===== src/hdl/dmpsc_pkg.sv =====
`timescale 1ns / 1ps
// ----------------------------------------------------------------------------
// dmpsc_pkg
// Shared types, codes and constants for the dual motor PI speed controller.
// ----------------------------------------------------------------------------
package dmpsc_pkg;

  // drive command codes
  typedef enum logic [2:0] {
    FN_SET        = 3'd0,
    FN_FWD        = 3'd1,
    FN_BACK       = 3'd2,
    FN_FWD_LEFT   = 3'd3,
    FN_BACK_LEFT  = 3'd4,
    FN_FWD_RIGHT  = 3'd5,
    FN_BACK_RIGHT = 3'd6,
    FN_STOP       = 3'd7
  } func_t;

  // configuration register indexes
  typedef enum logic [2:0] {
    REG_KP          = 3'd0,
    REG_KI          = 3'd1,
    REG_PPR         = 3'd2,
    REG_PERIOD      = 3'd3,
    REG_INT_LIMIT   = 3'd4,
    REG_TURN_INNER  = 3'd5,
    REG_TURN_OUTER  = 3'd6
  } reg_idx_t;

  // sequencer states
  typedef enum logic [2:0] {
    ST_IDLE,
    ST_PREP,
    ST_LAUNCH,
    ST_DIV,
    ST_PI_GO,
    ST_PI,
    ST_WRITE
  } state_t;

  // per-lane control from the sequencer
  typedef struct packed {
    logic mult;
    logic div_start;
    logic pi_start;
  } lane_ctl_t;

  // per-lane status back to the sequencer
  typedef struct packed {
    logic div_done;
    logic pi_done;
  } lane_stat_t;

  // rpm scale: 60000 ms/min times 256 for Q.8
  localparam int unsigned SCALE_W     = 24;
  localparam logic [SCALE_W-1:0] SPEED_SCALE = 24'd15360000;

  // divider widths
  localparam int unsigned NUM_W = 55;
  localparam int unsigned DEN_W = 48;
  localparam int unsigned QUO_W = 24;
  localparam int unsigned CNT_W = 5;

  // datapath widths
  localparam int unsigned SPD_W    = 24;
  localparam int unsigned TGT_W    = 20;
  localparam int unsigned INTEG_W  = 18;
  localparam int unsigned ADJ_W    = 26;

  localparam logic [QUO_W-1:0] SPD_POS_MAX = 24'h7FFFFF;
  localparam logic [QUO_W-1:0] SPD_NEG_MAG = 24'h800000;

  // reset values of the configuration registers
  localparam logic [15:0] KP_RESET     = 16'd353;
  localparam logic [15:0] KI_RESET     = 16'd8;
  localparam logic [15:0] PPR_RESET    = 16'd2400;
  localparam logic [15:0] PERIOD_RESET = 16'd1000;
  localparam logic [7:0]  LIMIT_RESET  = 8'd255;
  localparam logic [8:0]  INNER_RESET  = 9'd51;
  localparam logic [8:0]  OUTER_RESET  = 9'd205;
  localparam logic [8:0]  UNITY_GAIN   = 9'd256;

endpackage


===== src/hdl/dmpsc_div.sv =====
`timescale 1ns / 1ps
// ----------------------------------------------------------------------------
// dmpsc_div
// Restoring unsigned divider, one quotient bit per cycle, with overflow flag
// when the quotient does not fit in QUO_W bits.
// ----------------------------------------------------------------------------
module dmpsc_div
  import dmpsc_pkg::*;
(
  input  logic             clk,
  input  logic             rst,
  input  logic             start,
  input  logic [NUM_W-1:0] num,
  input  logic [DEN_W-1:0] den,
  output logic             done,
  output logic [QUO_W-1:0] quot,
  output logic             ovf
);

  localparam int unsigned DSR_W = DEN_W + QUO_W - 1;
  localparam int unsigned CMP_W = DEN_W + QUO_W;

  logic             busy;
  logic [CNT_W-1:0] cnt;
  logic [NUM_W-1:0] rem;
  logic [DSR_W-1:0] dsr;
  logic [DSR_W-1:0] rem_ext;
  logic [DSR_W-1:0] rem_diff;
  logic             fits;
  logic             too_big;

  // quotient needs more than QUO_W bits
  assign too_big  = CMP_W'(num) >= {den, {QUO_W{1'b0}}};

  // one restoring step
  assign rem_ext  = DSR_W'(rem);
  assign fits     = rem_ext >= dsr;
  assign rem_diff = rem_ext - dsr;

  // control
  always_ff @(posedge clk) begin
    if (rst) begin
      busy <= 1'b0;
      done <= 1'b0;
      cnt  <= '0;
    end else begin
      done <= 1'b0;
      if (start) begin
        busy <= 1'b1;
        cnt  <= CNT_W'(QUO_W);
      end else if (busy) begin
        cnt <= cnt - CNT_W'(1);
        if (cnt == CNT_W'(1)) begin
          busy <= 1'b0;
          done <= 1'b1;
        end
      end
    end
  end

  // datapath
  always_ff @(posedge clk) begin
    if (start) begin
      rem  <= num;
      dsr  <= {den, {(QUO_W-1){1'b0}}};
      quot <= '0;
      ovf  <= too_big;
    end else if (busy) begin
      rem  <= fits ? rem_diff[NUM_W-1:0] : rem;
      dsr  <= dsr >> 1;
      quot <= {quot[QUO_W-2:0], fits};
    end
  end

endmodule


===== src/hdl/dmpsc_lane.sv =====
`timescale 1ns / 1ps
// ----------------------------------------------------------------------------
// dmpsc_lane
// One motor: speed measurement from the encoder count and the PI step with
// a clamped integrator.
// ----------------------------------------------------------------------------
module dmpsc_lane
  import dmpsc_pkg::*;
(
  input  logic                     clk,
  input  logic                     rst,
  input  lane_ctl_t                ctl,
  output lane_stat_t               stat,
  input  logic signed [31:0]       count,
  input  logic [DEN_W-1:0]         den,
  input  logic signed [TGT_W-1:0]  target,
  input  logic [15:0]              kp,
  input  logic [15:0]              ki,
  input  logic [7:0]               limit,
  output logic signed [SPD_W-1:0]  speed,
  output logic signed [ADJ_W-1:0]  adj
);

  logic signed [55:0]          prod;
  logic signed [55:0]          prod_neg;
  logic [NUM_W-1:0]            mag;
  logic                        neg;
  logic                        div_done;
  logic [QUO_W-1:0]            quot;
  logic                        ovf;
  logic                        clip;
  logic signed [SPD_W-1:0]     speed_next;

  logic signed [24:0]          err_c;
  logic signed [25:0]          sum_c;
  logic signed [25:0]          lim_c;
  logic signed [INTEG_W-1:0]   acc_c;
  logic signed [24:0]          err;
  logic signed [INTEG_W-1:0]   integ;
  logic signed [40:0]          p_term;
  logic signed [33:0]          i_term;
  logic signed [41:0]          sum_pi;
  logic signed [41:0]          sum_rnd;
  logic                        v1, v2, v3;

  // numerator magnitude for the divider
  assign prod_neg = -prod;
  assign mag      = prod[55] ? prod_neg[NUM_W-1:0] : prod[NUM_W-1:0];

  dmpsc_div u_div (
    .clk   (clk),
    .rst   (rst),
    .start (ctl.div_start),
    .num   (mag),
    .den   (den),
    .done  (div_done),
    .quot  (quot),
    .ovf   (ovf)
  );

  // signed quotient saturated to the speed range
  always_comb begin
    if (neg) begin
      clip       = ovf || (quot > SPD_NEG_MAG);
      speed_next = clip ? $signed(SPD_NEG_MAG) : $signed(-quot);
    end else begin
      clip       = ovf || (quot > SPD_POS_MAX);
      speed_next = clip ? $signed(SPD_POS_MAX) : $signed(quot);
    end
  end

  // error and clamped integrator
  assign err_c = 25'(target) - 25'(speed);
  assign sum_c = 26'(integ) + 26'(err_c);
  assign lim_c = $signed({10'b0, limit, 8'b0});

  always_comb begin
    if (sum_c > lim_c) begin
      acc_c = lim_c[INTEG_W-1:0];
    end else if (sum_c < -lim_c) begin
      acc_c = INTEG_W'(-lim_c);
    end else begin
      acc_c = sum_c[INTEG_W-1:0];
    end
  end

  // sum of terms, divided by 65536 toward zero
  assign sum_pi  = 42'(p_term) + 42'(i_term);
  assign sum_rnd = sum_pi + (sum_pi[41] ? 42'sd65535 : 42'sd0);

  // state and pipeline control
  always_ff @(posedge clk) begin
    if (rst) begin
      speed <= '0;
      integ <= '0;
      v1    <= 1'b0;
      v2    <= 1'b0;
      v3    <= 1'b0;
    end else begin
      if (div_done) begin
        speed <= speed_next;
      end
      if (ctl.pi_start) begin
        integ <= acc_c;
      end
      v1 <= ctl.pi_start;
      v2 <= v1;
      v3 <= v2;
    end
  end

  // payload registers
  always_ff @(posedge clk) begin
    if (ctl.mult) begin
      prod <= 56'(count) * 56'($signed({1'b0, SPEED_SCALE}));
    end
    if (ctl.div_start) begin
      neg <= prod[55];
    end
    if (ctl.pi_start) begin
      err <= err_c;
    end
    if (v1) begin
      p_term <= 41'($signed({1'b0, kp})) * 41'(err);
      i_term <= 34'($signed({1'b0, ki})) * 34'(integ);
    end
    if (v2) begin
      adj <= sum_rnd[41:16];
    end
  end

  assign stat.div_done = div_done;
  assign stat.pi_done  = v3;

endmodule


===== config.mk =====
export PLATFORM = sky130hd
export DESIGN_NAME = dmpsc_lane
export DESIGN_NICKNAME = d
export VERILOG_FILES = /design/src/hdl/dmpsc_pkg.sv /design/src/hdl/dmpsc_div.sv /design/src/hdl/dmpsc_lane.sv
export SDC_FILE = /design/constraint.sdc
export NUM_CORES = 2
export LEC_CHECK = 0
export BUFFER_PORTS_ARGS = -buffer_cell sky130_fd_sc_hd__buf_2
export CORE_MARGIN = 4
export CORE_UTILIZATION = 30
export CTS_CLUSTER_SIZE = 12
export DETAILED_ROUTE_END_ITERATION = 16
export GPL_TIMING_DRIVEN = 0
export HOLD_SLACK_MARGIN = 0.1
export MAX_ROUTING_LAYER = met4
export PLACE_DENSITY = 0.51
export SLEW_MARGIN = 20
export SYNTH_ARGS = -nofsm -noshare
export SYNTH_HDL_FRONTEND = slang
export SYNTH_SLANG_ARGS = --single-unit

===== constraint.sdc =====
create_clock -name clk -period 7.97 [get_ports clk]
set_clock_uncertainty 0.2 [all_clocks]
set_input_delay 0.797 -clock clk [delete_from_list [all_inputs] [get_ports clk]]
set_output_delay 0.797 -clock clk [all_outputs]
set_load 0.02 [all_outputs]

Yosys cells after proc, flatten, opt, wreduce, memory -nomap -nowiden:

Index checks and enable logic that the tools add are counted.

* ROM bits: 0
* RAM bits: 0
* input port bits: 145
* bits in latches: 0
* memories kept: 0
* bits in registers: 373
* word-level logic and storage cells: 65

* bitwise operators: 1
* divide/modulo/power cells: 0
* order comparisons: 6
* shift-type cells: 0
* add/sub/neg operators: 9
* reductions and logical operators: 7
* multipliers: 3
* muxes and demuxes: 18
* equality and inequality tests: 1

Operators by type and width (number)
* two-way mux 55 bit: 4
* two-way mux 71 bit: 2
* >= comparator 55 x 72 -> 1 bit: 1
* two-way mux 24 bit: 3
* >= comparator 55 x 71 -> 1 bit: 1
* negation 55 bit: 1
* subtractor 55 bit: 1
* multiplier 32 x 12 -> 43 bit (second input constant): 1
* adder 41 x 34 -> 42 bit: 1
* adder 42 x 17 -> 42 bit: 1
* multiplier 17 x 25 -> 41 bit: 1
* two-way mux 18 bit: 2
* multiplier 17 x 18 -> 34 bit: 1
* adder 18 x 25 -> 26 bit: 1
* > comparator 26 x 17 -> 1 bit: 1
* < comparator 26 bit: 1
* negation 16 -> 26 bit: 1
* subtractor 20 x 24 -> 25 bit: 1
* > comparator 24 x 23 -> 1 bit (second input constant): 1
* > comparator 24 bit (second input constant): 1
* negation 24 bit: 1
* two-way mux 16 bit: 1
* two-way mux 5 bit: 2
* == test 5 x 1 -> 1 bit (second input constant): 1
* 8 further kinds: 13

Longest topological paths before layout:

* word-level depth: 5
* gate-level depth with buffers: 37
* gate-level depth less buffers: 35

By module:

From an unflattened synthesis, not the netlist that was laid out.

* cells, all modules: 6238
* area total of the unflattened synthesis: 57133.5 um^2

Modules (own cells, without submodules)
* dmpsc_lane: instances 1, area an instance 46489.6 um^2, cells each 5048, seq. area each 6005.8 um^2
* dmpsc_div: instances 1, area an instance 10644.0 um^2, cells each 1190, seq. area each 4204.0 um^2

Worst setup path before layout:

OpenSTA, ideal clock, no wires.

* path kind: input-to-reg
* start: in kp[7]
* end: reg p_term[39], data pin
* stages on the path: 26
* path slack: 0.002 ns
* required time: 7.505 ns
* path buffers: 1
* arrival: 7.503 ns
* cells stage by stage: clkbuf_1 -> nand2_1 -> fa_1 -> inv_1 -> fa_1 -> inv_1 -> fa_1 -> inv_1 -> fa_1 -> fa_1 -> inv_1 -> fa_1 -> inv_1 -> ha_1 -> a21o_1 -> a21o_1 -> a221o_1 -> and3_1 -> a221o_1 -> a41oi_1 -> a31oi_1 -> a211oi_1 -> o21ai_0 -> a311oi_1 -> o21ai_0 -> xor2_1

* cells in the longest elaborated chain, start to end: 1

RTL lines
* from (decl): RTL line dmpsc_lane.sv:17 `input logic [15:0] kp,`
* multiplier 17 x 25 -> 41 bit: RTL line dmpsc_lane.sv:124 `p_term <= 41'($signed({1'b0, kp})) * 41'(err);`
* to (signal assigned): RTL line dmpsc_lane.sv:124
* to (decl): RTL line dmpsc_lane.sv:40 `logic signed [40:0] p_term;`

No other way between the ends.
A chain may end at the register's enable or synchronous reset.

Worst setup path after layout:

* start: in kp[14]
* end: reg p_term[39], data pin

Same word-level chain as after synthesis.

==> flow_metrics.py <==
metrics = {
    "drt": {
        "drc": 0,
        "routedWlPerCell_um": 18.2,
        "first_pass_iters": 5,
        "vias": 42400,
        "ant_nets": 0,
        "via_per_inst": 4.71,
        "drtIter0Drc": 2262,
        "routed_wl_um": 163000,
    },
    "sta": {
        "finalSetupViolations": 0,
        "slew_viol_final": 0,
        "hold_viol": 0,
        "worstMarginPinSlew_ns": 1.06,
        "slew_headroom_pct": 28.9,
        "post-route-period-util_pct": 97.4,
        "min_period_ns": 7.76,
        "max_freq_mhz": 129,
    },
    "clock_network": {
        "cts-root-buf": "clkbuf_16",
        "htreeDepth": 2,
        "holdBufCountCts": 0,
        "numCtsBuffers": 48,
        "cts_tree": "built",
        "clock_sinks": 373,
        "clock_path_buffers": 3,
        "clock_latency_ns": 0.67,
        "path_clk_slew_ns": 0.07,
    },
    "critical_path": {
        "cp_cell_sequence": "buf_2 > clkbuf_1 > and2_1 > ha_1 > fa_1 > fa_1 > fa_1 > fa_1 > inv_1 > fa_1 > inv_1 > ha_1 > and4_1 > a221o_1 > and3_1 > a221o_1 > a41oi_2 > a31oi_4 > a211oi_4 > o21ai_2 > a311oi_2 > o21ai_1 > xor2_1",
        "critPathTopFamily": "adder cells",
        "required_ns": 8.12,
        "critPathArrivalTime_ns": 7.91,
        "worst_path_max_delay_cell": "clkbuf_1",
        "criticalPathCategory": "in -> reg",
        "critPathMaxFanout": 10,
        "crit_buf_inv": 4,
        "cp-start-kind": "input port",
        "slowest_delay_ns": 0.66,
        "end_kind": "flip-flop",
        "cpMostUsedCell": "fa_1",
    },
    "floorplanning": {
        "fp-row-count": 159,
        "fp.dieH_um": 443,
        "ios": 197,
        "start_util_pct": 30.2,
        "die-area_um2": 196000,
        "core_area_um2": 188000,
        "die_w_um": 443,
    },
    "logic_synthesis": {
        "synth.avg_cell_area_um2": 9.18,
        "yosysUniqueCellTypes": 85,
        "ys_seq_elements": 373,
        "synthFlopType": "edfxtp_1",
        "synthCells": 6178,
        "synth_fp_nets": 7723,
        "async_flop_share_pct": 0,
        "yosysWarnings": 0,
        "ys_seq_area_share_pct": 18.0,
        "synth_edf_count": 274,
        "synthesis.area_um2": 56700,
    },
    "placement": {
        "io_buffers": 185,
        "hpwl_um": 139000,
        "dp.cells": 8860,
        "place.gp.congestion": 0.907,
    },
    "global_routing": {
        "grt_remaining_overflow": 0,
        "track_usage_pct": 17.2,
        "grt_max_degree": 49,
        "grt_pass1_wl_um": 257000,
        "grt_pass1_vias": 44900,
        "antenna_found_initial": 37,
    },
    "min_path": {
        "hp-class": "in -> reg",
    },
    "cells_and_area": {
        "mostFrequentLayoutCell": "inv_1",
        "multi_input_area_um2": 41300,
        "area_delta_synth_final_pct": 11.1,
        "finalNonFillerCells": 8995,
        "drive_above_1_share_pct": 6.95,
        "register_area_um2": 10200,
        "n_fill_cell": 19700,
        "layout_common_cells": "1243 x inv_1, 829 x fa_1, 678 x nand2_1",
        "fin_nets": 7983,
    },
    "flow_run": {
        "max_cap_viol_count": 0,
    },
    "run_status": {
        "status": "finished clean",
    },
}
## cell type report
cell class / instances / area share, %
sequential: 373 / 16.2
clock inverter: 28 / 0.427
tap: 2495 / 4.95
timing repair buffer: 213 / 1.84
buffer: 194 / 1.41
inverter: 1244 / 7.41
antenna: 24 / 0.0953
multi-input combinational: 4364 / 65.6
clock buffer: 60 / 2.03
## flip-flops by register name, summed over array words and instances, names as in the netlist
register and cells:
err 25, v3 1, i_term 34, integ 18, u_div.cnt 5, u_div.rem 55
u_div.dsr 71, u_div.ovf 1, v1 1, u_div.busy 1, u_div.quot 24, speed 24
neg 1, u_div.done 1, p_term 41, v2 1, prod 43, adj 26
## routing by layer
layer	routed length (um)	vias to the layer above	global-route usage [%]
met3	6660	215	2.15
met1	68800	20900	20.8
li1	-	20500	-
met4	6080	0	5.19
met2	81800	755	30.1
met5	0	-	-
## what timing repair did
item / 4_1_cts / 5_1_grt
pin swaps: 4 / 9
gates resized for setup: 104 / 51
setup endpoints to repair: 26 / 29
buffers inserted: 22 / 4
## Yosys cell counts (19+ instances only)
master,n,share of area [%]
a211oi_1,46,0.61
a21o_1,105,1.4
a21oi_1,240,2.1
a22o_1,19,0.29
a31oi_1,26,0.29
and2_1,280,3.1
and3_1,38,0.42
clkbuf_1,183,1.2
dfxtp_1,99,3.5
edfxtp_1,274,15
fa_1,830,29
ha_1,570,13
inv_1,1243,8.2
mux2i_1,52,0.92
nand2_1,678,4.5
nand2b_1,50,0.55
nand3_1,70,0.62
nand4_1,38,0.42
nor2_1,255,1.7
nor2b_1,40,0.44
nor3_1,90,0.79
nor3b_1,19,0.25
nor4_1,22,0.24
o211ai_1,22,0.29
o21a_1,46,0.61
o21ai_0,217,1.9
o21bai_1,23,0.30
o31ai_1,21,0.28
or3_1,34,0.37
xnor2_1,207,3.2
xor2_1,97,1.5
## cells by family (layout without fill, tap and decap cells)
kind of cell	count (synthesis)	in the layout	synth area share [%]
AOI/OAI and AO/OA	918	918	10.5
DFF	373	373	18.0
xor gates and xnor gates	304	304	4.69
and+or+nand+nor	1687	1687	14.4
other	0	24	0
buffers and inverters	1441	1739	9.55
adders and majority gates	1400	1400	41.9
muxes	55	55	0.977
## metrics by stage
stage / hold slack, ns / setup WS (ns) / area, um2 / util [%] / setup TNS, ns
after global routing: 0.121 / -0.0119 / 63000 / 33.5 / -0.0166
after CTS: 0.100 / 0.0205 / 62800 / 33.4 / 0
after floorplan: 0.224 / 0.00223 / 56700 / - / 0
final: 0.165 / 0.210 / 63000 / 33.5 / 0
after global placement: 0.290 / -1.76 / 60800 / 32.3 / -35.58
after detailed placement: 0.294 / -1.73 / 60800 / 32.4 / -30.16
## worst paths after layout
kind         cells past startpoint         start  slack (ns)            to
max reg2reg                     23       err[15]        0.27    p_term[39]
max                             23        kp[14]        0.21    p_term[39]
min                              1        ctl[1]        0.16     u_div.ovf
min reg2reg                      2  u_div.dsr[0]        0.31  u_div.dsr[0]
Power is not shown: default switching activity piles up to over one toggle a cycle in this logic, so the estimate is an artifact.
